--- src/sv/fully_assoc_lru_tag_store_defines.svh ---
// ---------------------------------------------------------------------------
// Assertion macros for the fully associative LRU tag store
// Each check is clocked on clk and held off while rst is high.
// ---------------------------------------------------------------------------
`ifndef FULLY_ASSOC_LRU_TAG_STORE_DEFINES_SVH
`define FULLY_ASSOC_LRU_TAG_STORE_DEFINES_SVH

`ifndef NO_ASSERTIONS

// Condition must hold at every edge
`define FALRU_ASSERT(lbl, cond, msg) \
  lbl: assert property (@(posedge clk) disable iff (rst) (cond)) else $error(msg);

// Antecedent implies consequent in the same cycle
`define FALRU_ASSERT_IMP(lbl, ante, cons, msg) \
  lbl: assert property (@(posedge clk) disable iff (rst) (ante) |-> (cons)) else $error(msg);

// Antecedent implies consequent in the next cycle
`define FALRU_ASSERT_NXT(lbl, ante, cons, msg) \
  lbl: assert property (@(posedge clk) disable iff (rst) (ante) |=> (cons)) else $error(msg);

`else

`define FALRU_ASSERT(lbl, cond, msg)
`define FALRU_ASSERT_IMP(lbl, ante, cons, msg)
`define FALRU_ASSERT_NXT(lbl, ante, cons, msg)

`endif

`endif

--- src/sv/falru_pkg.sv ---
// ---------------------------------------------------------------------------
// falru_pkg
// Shared constants and types for the fully associative LRU tag store.
// ---------------------------------------------------------------------------
`timescale 1ns / 1ps
`default_nettype none

package falru_pkg;

  // Number of entries (2 to 16)
  localparam int LINES = 10;

  localparam int KEY_W  = 64;
  localparam int SIZE_W = 20;
  localparam int IDX_W  = 4;
  localparam int RANK_W = 4;

  // Rank held by the least recently used entry once every entry is valid
  localparam logic [RANK_W-1:0] LRU_RANK = RANK_W'(LINES - 1);

  // Request codes
  localparam logic REQ_LOOKUP = 1'b0;
  localparam logic REQ_INSERT = 1'b1;

  // Search results rippled along the row of cells
  typedef struct packed {
    logic              hit_f;
    logic [IDX_W-1:0]  hit_idx;
    logic [SIZE_W-1:0] hit_size;
    logic [RANK_W-1:0] hit_rank;
    logic              free_f;
    logic [IDX_W-1:0]  free_idx;
    logic              lru_f;
    logic [IDX_W-1:0]  lru_idx;
  } chain_t;

  // Update command broadcast to every cell
  typedef struct packed {
    logic              apply;
    logic [IDX_W-1:0]  idx;
    logic              write;
    logic              age_all;
    logic [RANK_W-1:0] limit;
    logic [KEY_W-1:0]  key;
    logic [SIZE_W-1:0] size;
  } upd_cmd_t;

  // Per-cell status seen by the top level
  typedef struct packed {
    logic              valid;
    logic [RANK_W-1:0] rank;
  } cell_stat_t;

endpackage

`default_nettype wire

--- src/sv/falru_if.sv ---
// ---------------------------------------------------------------------------
// falru_if
// Request and response channels of the tag store (valid/ready handshake).
// ---------------------------------------------------------------------------
`timescale 1ns / 1ps
`default_nettype none

interface falru_req_if
  import falru_pkg::*;
();
  logic              valid;
  logic              ready;
  logic              req_type;
  logic [KEY_W-1:0]  key;
  logic [SIZE_W-1:0] object_size;

  modport source (output valid, req_type, key, object_size, input ready);
  modport sink   (input valid, req_type, key, object_size, output ready);
endinterface

interface falru_rsp_if
  import falru_pkg::*;
();
  logic              valid;
  logic              ready;
  logic              hit;
  logic [IDX_W-1:0]  line_index;
  logic [SIZE_W-1:0] stored_size;
  logic              evicted;

  modport source (output valid, hit, line_index, stored_size, evicted, input ready);
  modport sink   (input valid, hit, line_index, stored_size, evicted, output ready);
endinterface

`default_nettype wire

--- src/sv/fully_assoc_lru_tag_store.sv ---
// ---------------------------------------------------------------------------
// fully_assoc_lru_tag_store
// Fully associative tag store with exact LRU ranks, built as a row of cells.
// ---------------------------------------------------------------------------
// Usage:
//   req channel (sink): req_type (0 lookup, 1 insert), 64-bit key and
//   20-bit object_size. rsp channel (source): hit, line_index, stored_size
//   and evicted, one response item per request item.
//   An accepted item is compared against every entry in the next cycle
//   (S_MATCH; the match results ripple down the row of cells, lowest index
//   first), and in the S_UPD state the ranks and the written entry are
//   updated and the response is loaded into the output register. req.ready
//   is high again in the update cycle, so the next item is taken while the last is updated.
//   The output register holds one response; while it is full and rsp.ready
//   is low the update waits, and req.ready stays low until it can finish.
//   A new request may be taken while a response still waits to be taken.
//   Reset (synchronous, rst high) clears every valid bit and rank and
//   empties the output register; no clearing pass is needed.
// ---------------------------------------------------------------------------
`timescale 1ns / 1ps
`default_nettype none

`include "fully_assoc_lru_tag_store_defines.svh"

module fully_assoc_lru_tag_store
  import falru_pkg::*;
(
  input  wire logic clk,
  input  wire logic rst,
  falru_req_if.sink   req,
  falru_rsp_if.source rsp
);

  typedef enum logic [2:0] {
    S_IDLE  = 3'b001,
    S_MATCH = 3'b010,
    S_UPD   = 3'b100
  } state_t;

  state_t state;
  state_t state_next;

  // Captured request
  logic              rq_type;
  logic [KEY_W-1:0]  rq_key;
  logic [SIZE_W-1:0] rq_size;

  // Resolved match, registered at the end of the compare cycle
  logic              sel_apply;
  logic [IDX_W-1:0]  sel_idx;
  logic              sel_write;
  logic              sel_age_all;
  logic [RANK_W-1:0] sel_limit;
  logic              sel_hit;
  logic [SIZE_W-1:0] sel_size;
  logic              sel_evict;

  // Response register
  logic              rsp_valid;
  logic              rsp_hit;
  logic [IDX_W-1:0]  rsp_idx;
  logic [SIZE_W-1:0] rsp_size;
  logic              rsp_evict;

  logic     accept;
  logic     upd_go;
  upd_cmd_t cmd;
  chain_t   chain [LINES+1];
  cell_stat_t stat [LINES];
  logic [LINES-1:0] valid_vec;
  logic [LINES-1:0] lru_vec;

  assign upd_go    = (state == S_UPD) && (!rsp_valid || rsp.ready);
  assign req.ready = (state == S_IDLE) || upd_go;
  assign accept    = req.valid && req.ready;

  // Sequencer
  always_comb begin
    state_next = state;
    case (state)
      S_IDLE: begin
        if (accept) state_next = S_MATCH;
      end
      S_MATCH: begin
        state_next = S_UPD;
      end
      S_UPD: begin
        if (upd_go) state_next = accept ? S_MATCH : S_IDLE;
      end
      default: begin
        state_next = S_IDLE;
      end
    endcase
  end

  always_ff @(posedge clk) begin
    if (rst) begin
      state <= S_IDLE;
    end else begin
      state <= state_next;
    end
  end

  // Request capture
  always_ff @(posedge clk) begin
    if (accept) begin
      rq_type <= req.req_type;
      rq_key  <= req.key;
      rq_size <= req.object_size;
    end
  end

  // Row of cells
  assign chain[0] = chain_t'('0);

  always_comb begin
    cmd.apply   = upd_go && sel_apply;
    cmd.idx     = sel_idx;
    cmd.write   = sel_write;
    cmd.age_all = sel_age_all;
    cmd.limit   = sel_limit;
    cmd.key     = rq_key;
    cmd.size    = rq_size;
  end

  for (genvar g = 0; g < LINES; g++) begin : g_cell
    falru_cell u_cell (
      .clk       (clk),
      .rst       (rst),
      .cell_idx  (IDX_W'(g)),
      .cmp_key   (rq_key),
      .cmd       (cmd),
      .chain_in  (chain[g]),
      .chain_out (chain[g+1]),
      .stat      (stat[g])
    );
    assign valid_vec[g] = stat[g].valid;
    assign lru_vec[g]   = stat[g].valid && (stat[g].rank == LRU_RANK);
  end

  // Resolve the search at the end of the row
  always_ff @(posedge clk) begin
    if (state == S_MATCH) begin
      sel_hit     <= 1'b0;
      sel_size    <= '0;
      sel_evict   <= 1'b0;
      sel_age_all <= 1'b0;
      sel_limit   <= '0;
      sel_idx     <= '0;
      if (rq_type == REQ_LOOKUP) begin
        sel_apply <= chain[LINES].hit_f;
        sel_write <= 1'b0;
        if (chain[LINES].hit_f) begin
          sel_hit   <= 1'b1;
          sel_idx   <= chain[LINES].hit_idx;
          sel_size  <= chain[LINES].hit_size;
          sel_limit <= chain[LINES].hit_rank;
        end
      end else begin
        sel_apply <= 1'b1;
        sel_write <= 1'b1;
        if (chain[LINES].free_f) begin
          sel_idx     <= chain[LINES].free_idx;
          sel_age_all <= 1'b1;
        end else begin
          sel_idx   <= chain[LINES].lru_idx;
          sel_limit <= LRU_RANK;
          sel_evict <= 1'b1;
        end
      end
    end
  end

  // Response register
  always_ff @(posedge clk) begin
    if (rst) begin
      rsp_valid <= 1'b0;
    end else if (upd_go) begin
      rsp_valid <= 1'b1;
    end else if (rsp.ready) begin
      rsp_valid <= 1'b0;
    end
  end

  always_ff @(posedge clk) begin
    if (upd_go) begin
      rsp_hit   <= sel_hit;
      rsp_idx   <= sel_idx;
      rsp_size  <= sel_size;
      rsp_evict <= sel_evict;
    end
  end

  assign rsp.valid       = rsp_valid;
  assign rsp.hit         = rsp_hit;
  assign rsp.line_index  = rsp_idx;
  assign rsp.stored_size = rsp_size;
  assign rsp.evicted     = rsp_evict;

  // Checks
  `FALRU_ASSERT_IMP(a_evict_full, (state == S_UPD) && sel_evict, &valid_vec, "early eviction")
  `FALRU_ASSERT_IMP(a_lru_unique, &valid_vec, $onehot(lru_vec), "full store lacks one LRU entry")
  `FALRU_ASSERT_NXT(a_accept_match, accept, state == S_MATCH, "accepted item not compared next cycle")
  `FALRU_ASSERT_IMP(a_rsp_from_upd, $rose(rsp_valid), $past(upd_go), "response without an update")

endmodule

`default_nettype wire

--- src/sv/falru_cell.sv ---
// ---------------------------------------------------------------------------
// falru_cell
// One entry of the tag store: valid, key, size and recency rank. Takes the
// search results of the lower entries and hands its own on to the next.
// ---------------------------------------------------------------------------
`timescale 1ns / 1ps
`default_nettype none

module falru_cell
  import falru_pkg::*;
(
  input  wire logic             clk,
  input  wire logic             rst,
  input  wire logic [IDX_W-1:0] cell_idx,
  input  wire logic [KEY_W-1:0] cmp_key,
  input  wire upd_cmd_t         cmd,
  input  wire chain_t           chain_in,
  output      chain_t           chain_out,
  output      cell_stat_t       stat
);

  logic              valid;
  logic [RANK_W-1:0] rank;
  logic [KEY_W-1:0]  key;
  logic [SIZE_W-1:0] size;

  logic is_hit;
  logic is_free;
  logic is_lru;
  logic is_target;

  assign is_hit    = valid && (key == cmp_key);
  assign is_free   = !valid;
  assign is_lru    = valid && (rank == LRU_RANK);
  assign is_target = (cmd.idx == cell_idx);

  // Lowest index wins: pass on what came in unless nothing was found yet
  always_comb begin
    chain_out = chain_in;
    if (!chain_in.hit_f && is_hit) begin
      chain_out.hit_f    = 1'b1;
      chain_out.hit_idx  = cell_idx;
      chain_out.hit_size = size;
      chain_out.hit_rank = rank;
    end
    if (!chain_in.free_f && is_free) begin
      chain_out.free_f   = 1'b1;
      chain_out.free_idx = cell_idx;
    end
    if (!chain_in.lru_f && is_lru) begin
      chain_out.lru_f   = 1'b1;
      chain_out.lru_idx = cell_idx;
    end
  end

  // Valid bit and recency rank
  always_ff @(posedge clk) begin
    if (rst) begin
      valid <= 1'b0;
      rank  <= '0;
    end else if (cmd.apply) begin
      if (is_target) begin
        rank <= '0;
        if (cmd.write) begin
          valid <= 1'b1;
        end
      end else if (valid && (cmd.age_all || (rank < cmd.limit))) begin
        rank <= rank + RANK_W'(1);
      end
    end
  end

  // Payload, written on insert
  always_ff @(posedge clk) begin
    if (cmd.apply && cmd.write && is_target) begin
      key  <= cmd.key;
      size <= cmd.size;
    end
  end

  assign stat.valid = valid;
  assign stat.rank  = rank;

endmodule

`default_nettype wire
--- src/flat_wrapper.sv ---
// flat-port wrapper written by rule: the top's interface ports become plain ports
module fully_assoc_lru_tag_store_flat import falru_pkg::*;
  (clk, rst, req_valid, req_req_type, req_key, req_object_size, req_ready, rsp_valid, rsp_hit, rsp_line_index, rsp_stored_size, rsp_evicted, rsp_ready);
  falru_req_if req_i ();
  falru_rsp_if rsp_i ();
  input  wire logic clk;
  input  wire logic rst;
  input wire logic [$bits(req_i.valid)-1:0] req_valid;
  input wire logic [$bits(req_i.req_type)-1:0] req_req_type;
  input wire logic [$bits(req_i.key)-1:0] req_key;
  input wire logic [$bits(req_i.object_size)-1:0] req_object_size;
  output wire logic [$bits(req_i.ready)-1:0] req_ready;
  output wire logic [$bits(rsp_i.valid)-1:0] rsp_valid;
  output wire logic [$bits(rsp_i.hit)-1:0] rsp_hit;
  output wire logic [$bits(rsp_i.line_index)-1:0] rsp_line_index;
  output wire logic [$bits(rsp_i.stored_size)-1:0] rsp_stored_size;
  output wire logic [$bits(rsp_i.evicted)-1:0] rsp_evicted;
  input wire logic [$bits(rsp_i.ready)-1:0] rsp_ready;
  assign req_i.valid = req_valid;
  assign req_i.req_type = req_req_type;
  assign req_i.key = req_key;
  assign req_i.object_size = req_object_size;
  assign req_ready = req_i.ready;
  assign rsp_valid = rsp_i.valid;
  assign rsp_hit = rsp_i.hit;
  assign rsp_line_index = rsp_i.line_index;
  assign rsp_stored_size = rsp_i.stored_size;
  assign rsp_evicted = rsp_i.evicted;
  assign rsp_i.ready = rsp_ready;
  fully_assoc_lru_tag_store u_core (.clk(clk), .rst(rst), .req(req_i), .rsp(rsp_i));
endmodule
--- config.mk ---
export PLATFORM = sky130hd
export DESIGN_NAME = fully_assoc_lru_tag_store_flat
export DESIGN_NICKNAME = d
export VERILOG_FILES = /design/src/sv/falru_pkg.sv /design/src/sv/falru_if.sv /design/src/sv/fully_assoc_lru_tag_store.sv /design/src/sv/falru_cell.sv /design/src/flat_wrapper.sv
export VERILOG_INCLUDE_DIRS = /design/src /design/src/sv
export SDC_FILE = /design/constraint.sdc
export NUM_CORES = 2
export LEC_CHECK = 0
export BUFFER_PORTS_ARGS = -buffer_cell sky130_fd_sc_hd__clkbuf_2
export CAP_MARGIN = 20
export CELL_PAD_IN_SITES_DETAIL_PLACEMENT = 1
export CELL_PAD_IN_SITES_GLOBAL_PLACEMENT = 1
export CORE_AREA = 10 10 305 307
export CTS_CLUSTER_DIAMETER = 150
export DETAILED_ROUTE_END_ITERATION = 12
export DIE_AREA = 0 0 315 317
export GPL_TIMING_DRIVEN = 0
export PLACE_DENSITY_LB_ADDON = 0.3
export SYNTH_ARGS = -nofsm -noshare
export SYNTH_HDL_FRONTEND = slang
export SYNTH_SLANG_ARGS = --single-unit
--- constraint.sdc ---
create_clock -name clk -period 8.65 [get_ports clk]
set_input_delay 1.2975 -clock clk [delete_from_list [all_inputs] [get_ports clk]]
set_output_delay 1.2975 -clock clk [all_outputs]
set_load 0.02 [all_outputs]
* Yosys cells after proc, flatten, opt, wreduce, memory -nomap -nowiden
Cells that the tools add are included.
** Storage, ports and cells
- Bits in registers :: 1038
- Input bits :: 89
- Output and inout port bits :: 28
- Logic and storage cells :: 332
** Cells by class
- Add/sub/neg operators :: 10
- Order comparisons :: 10
- Equal/unequal tests :: 34
- Multiplexer cells :: 66
- Bitwise gates (word level) :: 1
- Reduce and logical (&&, ||, !) cells :: 154
** Operators by type and width (count)
- $eq A64 B64 Y1 :: 10
- $mux W29 :: 10
- $mux W4 :: 27
- $mux W5 :: 19
- $logic_and A1 B1 Y1 :: 71
- $eq A4 B4 Y1 const B :: 12
- $add A4 B1 Y4 const B :: 10
- $lt A4 B4 Y1 :: 10
- $logic_not A1 Y1 :: 37
- $reduce_and A3 Y1 :: 10
- $reduce_and A2 Y1 :: 11
- $reduce_bool A2 Y1 :: 11
- $eq A4 B3 Y1 const B :: 4
- $logic_or A1 B1 Y1 :: 12
- $pmux W3 S3 :: 1
- $eq A4 B2 Y1 const B :: 2
- $mux W1 :: 6
- $mux W3 :: 2
- $eq A4 B1 Y1 const B :: 1
- $logic_not A4 Y1 :: 1
- $ne A2 B1 Y1 const B :: 2
- $eq A3 B1 Y1 const B :: 1
- $eq A3 B2 Y1 const B :: 1
- $eq A3 B3 Y1 const B :: 1
- other kinds (3) :: 3

* Logic depth before layout (Yosys ltp)
- Depth in word-level cells :: 32
- Gate-level depth with buffers :: 15
- Mapped depth without buffers :: 10

* Hierarchy
Synthesis repeated with hierarchy kept, for this count alone.
** Unflattened totals
- Cells, all modules :: 2921
- Area total of the unflattened synthesis :: 45924.0 um2
** Modules (own cells, without submodules)
- falru_cell :: instances 10, cells an instance 271, area each 4111.4 um2, sequential area each 2622.5 um2
- fully_assoc_lru_tag_store :: instances 1, cells an instance 211, area each 4809.6 um2, sequential area each 4404.2 um2

* Worst setup path after synthesis
No wires, ideal clock.
- Path kind :: in2reg
- Start point :: input rsp_ready
- End point :: register u_core.g_cell[1].u_cell.key[0], enable pin
- Setup time :: 0.529 ns
- Data arrival time :: 6.918 ns
- Required time :: 8.121 ns
- Path slack :: 1.203 ns
- Stages :: 6
- Path buffers :: 1
- Cells stage by stage :: nor2b_1 nor2_1 and2_0 clkbuf_1 nand3_1 nor2_1
** Between the ends
- Word-level cells in the longest chain between the ends :: 5
** Ends and longest elaborated chain
- start: declaration :: line flat_wrapper.sv:18 : input wire logic [$bits(rsp_i.ready)-1:0] rsp_ready;
- $logic_or A1 B1 Y1 :: line fully_assoc_lru_tag_store.sv:73 : assign upd_go = (state == S_UPD) && (!rsp_valid || rsp.ready);
- $logic_and A1 B1 Y1 :: line fully_assoc_lru_tag_store.sv:73
- net u_core.upd_go :: line fully_assoc_lru_tag_store.sv:66 : logic upd_go;
- $logic_and A1 B1 Y1 :: line fully_assoc_lru_tag_store.sv:117 : cmd.apply = upd_go && sel_apply;
- $logic_and A1 B1 Y1 (2 in a row) :: line falru_cell.sv:75 : if (cmd.apply && cmd.write && is_target) begin
- end signal: assignment :: line falru_cell.sv:76 : key <= cmd.key;
- end: declaration :: line falru_cell.sv:24 : logic [KEY_W-1:0] key;
The timed path passes the listed nets, and every way through them passes these cells.
A chain may end at the register's enable or synchronous reset.

* Final worst setup path
- Start point :: register u_core.rq_key[25]
- End point :: register u_core.sel_size[2], data pin
** Between the ends
- Word-level cells in the longest chain between the ends :: 32
- Elaborated cells between the ends (all ways) :: 50
- Classes of those cells :: eq/ne (10); mux (10); bitwise (1); reduce/logical (29)
** Ends and longest elaborated chain
- start: declaration :: line fully_assoc_lru_tag_store.sv:45 : logic [KEY_W-1:0] rq_key;
- start signal: assignment :: line fully_assoc_lru_tag_store.sv:108 : rq_key <= req.key;
- $eq A64 B64 Y1 :: line falru_cell.sv:32 : assign is_hit = valid && (key == cmp_key);
- $logic_and A1 B1 Y1 :: line falru_cell.sv:32
- $mux W29 :: line falru_cell.sv:40 : if (!chain_in.hit_f && is_hit) begin
- $logic_not A1 Y1 :: line falru_cell.sv:40
- $logic_and A1 B1 Y1 :: line falru_cell.sv:40
- $mux W29 :: line falru_cell.sv:40
- $logic_not A1 Y1 :: line falru_cell.sv:40
- $logic_and A1 B1 Y1 :: line falru_cell.sv:40
- [... 16 more ...]
- $logic_not A1 Y1 :: line falru_cell.sv:40
- $logic_and A1 B1 Y1 :: line falru_cell.sv:40
- $mux W29 :: line falru_cell.sv:40
- $logic_not A1 Y1 :: line falru_cell.sv:40
- $logic_and A1 B1 Y1 :: line falru_cell.sv:40
- $mux W29 * :: line falru_cell.sv:40
- $not A1 Y1 (no line)
- $reduce_or A2 Y1 (no line)
- end signal: assignment :: line fully_assoc_lru_tag_store.sv:156 : sel_size <= chain[LINES].hit_size;
- end: declaration :: line fully_assoc_lru_tag_store.sv:55 : logic [SIZE_W-1:0] sel_size;
Mark *: on every way between the ends. The rest lies on a longest branch, timed or not.

==> impl_metrics.env <==
export IMPL_finalCritPeriodShare=0.712
export IMPL_clock_path_buffers=3
export IMPL_grt_overflow_total=0
export IMPL_cp_required_ns=9.06
export IMPL_syn_area_um2=43000
export IMPL_synth_distinct_cells=78
export IMPL_drc=0
export IMPL_start_util=0.497
export IMPL_first_global_vias=28194
export IMPL_placed_cell_area_um2=45800
export IMPL_dr_total_vias=27211
export IMPL_path_class="flip-flop to flip-flop"
export IMPL_routabilityCongestion=1.01
export IMPL_cts_root_buffer="clkbuf_16"
export IMPL_drt_iter0_drc=3659
export IMPL_synth_xor_area_share=0.101
export IMPL_synth_mux_area_frac=0.000959
export IMPL_final_cell_area_um2=49300
export IMPL_cap_violations=0
export IMPL_synth_top_family_by_area="XOR/XNOR gates"
export IMPL_drtPass1Iterations=5
export IMPL_cts_made_buffers=109
export IMPL_ys_ff_latch=1038
export IMPL_cellPowerDensity_nw_per_um2=221
export IMPL_area_growth_syn_to_layout_pct=14.6
export IMPL_clk_transition_reported_paths_ns=0.06
export IMPL_rsz0062_at_grt="no"
export IMPL_die_h_um=317
export IMPL_timing_final_ws_setup_ns=2.49
export IMPL_grt_pass1_wl_mm=214
export IMPL_place_ws_ns=2.75
export IMPL_period_needed_ns=6.16
export IMPL_ioPinCount=117
export IMPL_coreArea_um2=86600
export IMPL_insertion_delay_ns=0.71
export IMPL_irDropWorstVdd_mv=0.183
export IMPL_cts_max_level=3
export IMPL_crit_arrival_ns=6.57
export IMPL_synth_nets=2918
export IMPL_synth_compound_area_frac=0.0739
export IMPL_fmax_ghz=0.162
export IMPL_worst_pin_slew_ns=1.27
export IMPL_die_w_um=315
export IMPL_synth_avg_cell_area_um2=15.5
export IMPL_cts_tree="yes"
export IMPL_die_area_um2=99900
export IMPL_detail_route_wirelength_mm=155
export IMPL_ant_nets=0
export IMPL_synthAdderAreaFrac=0.0145
export IMPL_hold_viol_final=0
export IMPL_crit_path_end_kind="flip-flop"
export IMPL_final_cell_mix="edfxtp_1, xnor2_1, xor2_1"
export IMPL_cp_start_kind="flip-flop"
export IMPL_synth_seq_area_share=0.712
export IMPL_viasPerCell=6.35
export IMPL_rows=108
export IMPL_async_reset_ff_frac=0
export IMPL_hold_path_class="flip-flop to flip-flop"
export IMPL_ys_flop_type="edfxtp_1"
export IMPL_antenna_found_initial=15
export IMPL_wl_per_cell_um=36.3
export IMPL_post_cts_buffers=0
export IMPL_slew_viol_final=0
export IMPL_nets=3174
export IMPL_cts_resized_gates=0
export IMPL_ys_warn_count=0
export IMPL_status="completed"
export IMPL_synth_cells=2779
export IMPL_synth_edf_count=984
export IMPL_setup_viol=0
export IMPL_cp_max_fo=11
export IMPL_layout_commonest_cell="edfxtp_1"
export IMPL_relSlewSlack=0.155
export IMPL_cts_hold_buf=0
export IMPL_grt_max_degree=57
export IMPL_clock_sinks=1038
export IMPL_portBuffers=115
export IMPL_yosys_area_share_simple=0.0714
export IMPL_p_leak_nw=16.4
export IMPL_hpwl_mm=104
export IMPL_grtUsageTotal=0.306
export IMPL_fin_worst_skew_ns=0.0250
export IMPL_final_layout_size_suffix_gt1_frac=0.149
==> final timing paths <==
kind | slack [ns] | depth (start not counted) | start | to
max | 2.49 | 11 | u_core.rq_key[25] | u_core.sel_size[2]
min | 0.42 | 0 | u_core.sel_size[9] | u_core.rsp.stored_size[9]
max reg2reg | 2.49 | 11 | u_core.rq_key[25] | u_core.sel_size[2]
min reg2reg | 0.42 | 0 | u_core.sel_size[9] | u_core.rsp.stored_size[9]
==> cell type report <==
cell class	count	area, um^2
Fill cell	8075	37300
Sequential cell	1038	30600
Multi-Input combinational cell	1494	11300
Clock buffer	136	2870
Tap cell	1155	1450
Timing Repair Buffer	145	1190
Clock inverter	69	671
Buffer	106	641
Inverter	141	529
Antenna cell	2	5.00
==> logic make-up (layout without fill, tap and decap cells) <==
kind of cell,Yosys count,after routing
DFF,1038,1038
and+or+nand+nor,544,544
xor gates and xnor gates,494,494
AOI/OAI and AO/OA,402,402
buffers and inverters,247,597
adders and majority gates,50,50
muxes,4,4
other,0,2
==> worst max-delay path, cell delays in order, from the launching register on <==
cell,delay [ns]
edfxtp_1,1.15
buf_2,0.71
inv_1,0.45
a221oi_1,0.73
nand4_1,0.34
nor4_2,0.98
nor2b_1,0.16
nand3_1,0.35
buf_2,0.37
o22ai_1,0.14
a221oi_2,0.23
a31oi_1,0.20
==> sequential cells by signal (all words and copies together), names as in the netlist <==
name and count:
u_core.g_cell.u_cell.key 640, u_core.g_cell.u_cell.size 200, u_core.rq_key 64, u_core.g_cell.u_cell.rank 40
u_core.rq_size 20, u_core.rsp.stored_size 20, u_core.sel_size 20, u_core.g_cell.u_cell.valid 10
u_core.rsp.line_index 4, u_core.sel_idx 4, u_core.sel_limit 4, u_core.state 3
u_core.rq_type 1, u_core.rsp.evicted 1, u_core.rsp.hit 1, u_core.rsp.valid 1
u_core.sel_age_all 1, u_core.sel_apply 1, u_core.sel_evict 1, u_core.sel_hit 1
u_core.sel_write 1
==> stage by stage <==
| stage | instances | power, mW | util | hold slack, ns | TNS (ns) |
|---|---|---|---|---|---|
| after floorplan | 2779 | 5.97 | - | 0.400 | 0 |
| after global placement | 4049 | 6.27 | 0.520 | 0.403 | -2330.22 |
| after detailed placement | 4079 | 6.29 | 0.528 | 0.407 | 0 |
| after CTS | 4284 | 10.9 | 0.569 | 0.423 | 0 |
| after global routing | 4284 | 11.1 | 0.569 | 0.428 | 0 |
| final | 4286 | 10.9 | 0.569 | 0.420 | 0 |
==> report_power, final <==
group | switching [mW] | total, mW | internal (mW) | leakage (nW)
Combinational | 0.322 | 0.474 | 0.153 | 5.42
Sequential | 0.177 | 5.73 | 5.55 | 9.26
Clock | 2.00 | 4.71 | 2.71 | 1.72
Total | 2.50 | 10.9 | 8.41 | 16.4
==> synthesized netlist by cell type, types with 7 or more instances <==
cell,count,area (um^2)
a2111oi_0,11,96.3
a21o_1,19,143
a21oi_1,72,360
a221o_1,7,70.1
a221oi_1,9,78.8
a221oi_2,20,300
a22o_1,23,201
a22oi_1,32,240
a31oi_1,25,156
and3_1,9,56.3
buf_2,44,220
buf_4,40,300
clkbuf_1,14,52.6
dfxtp_1,54,1080
edfxtp_1,984,29500
ha_1,50,626
inv_1,131,492
inv_2,10,37.5
nand2_1,41,154
nand2b_1,71,444
nand3_1,23,115
nand4_1,108,676
nor2_1,114,428
nor2b_1,26,163
nor3_1,37,185
nor3b_1,7,52.6
nor4_1,69,432
o2111ai_1,16,140
o211a_1,11,110
o21ai_0,13,65.1
o221ai_1,15,131
o221ai_2,17,255
o22ai_1,61,382
o2bb2ai_1,20,175
xnor2_1,341,2990
xor2_1,153,1340
==> layer usage <==
metal  wire length [um]  up-vias  global-route usage
li1                   -    11098                   -
met1              56200    14068               0.376
met2              75500     1625               0.514
met3              13800      416              0.0482
met4              10000        4               0.176
met5                 45        -                   0
Power figures use the tool's default switching activity.
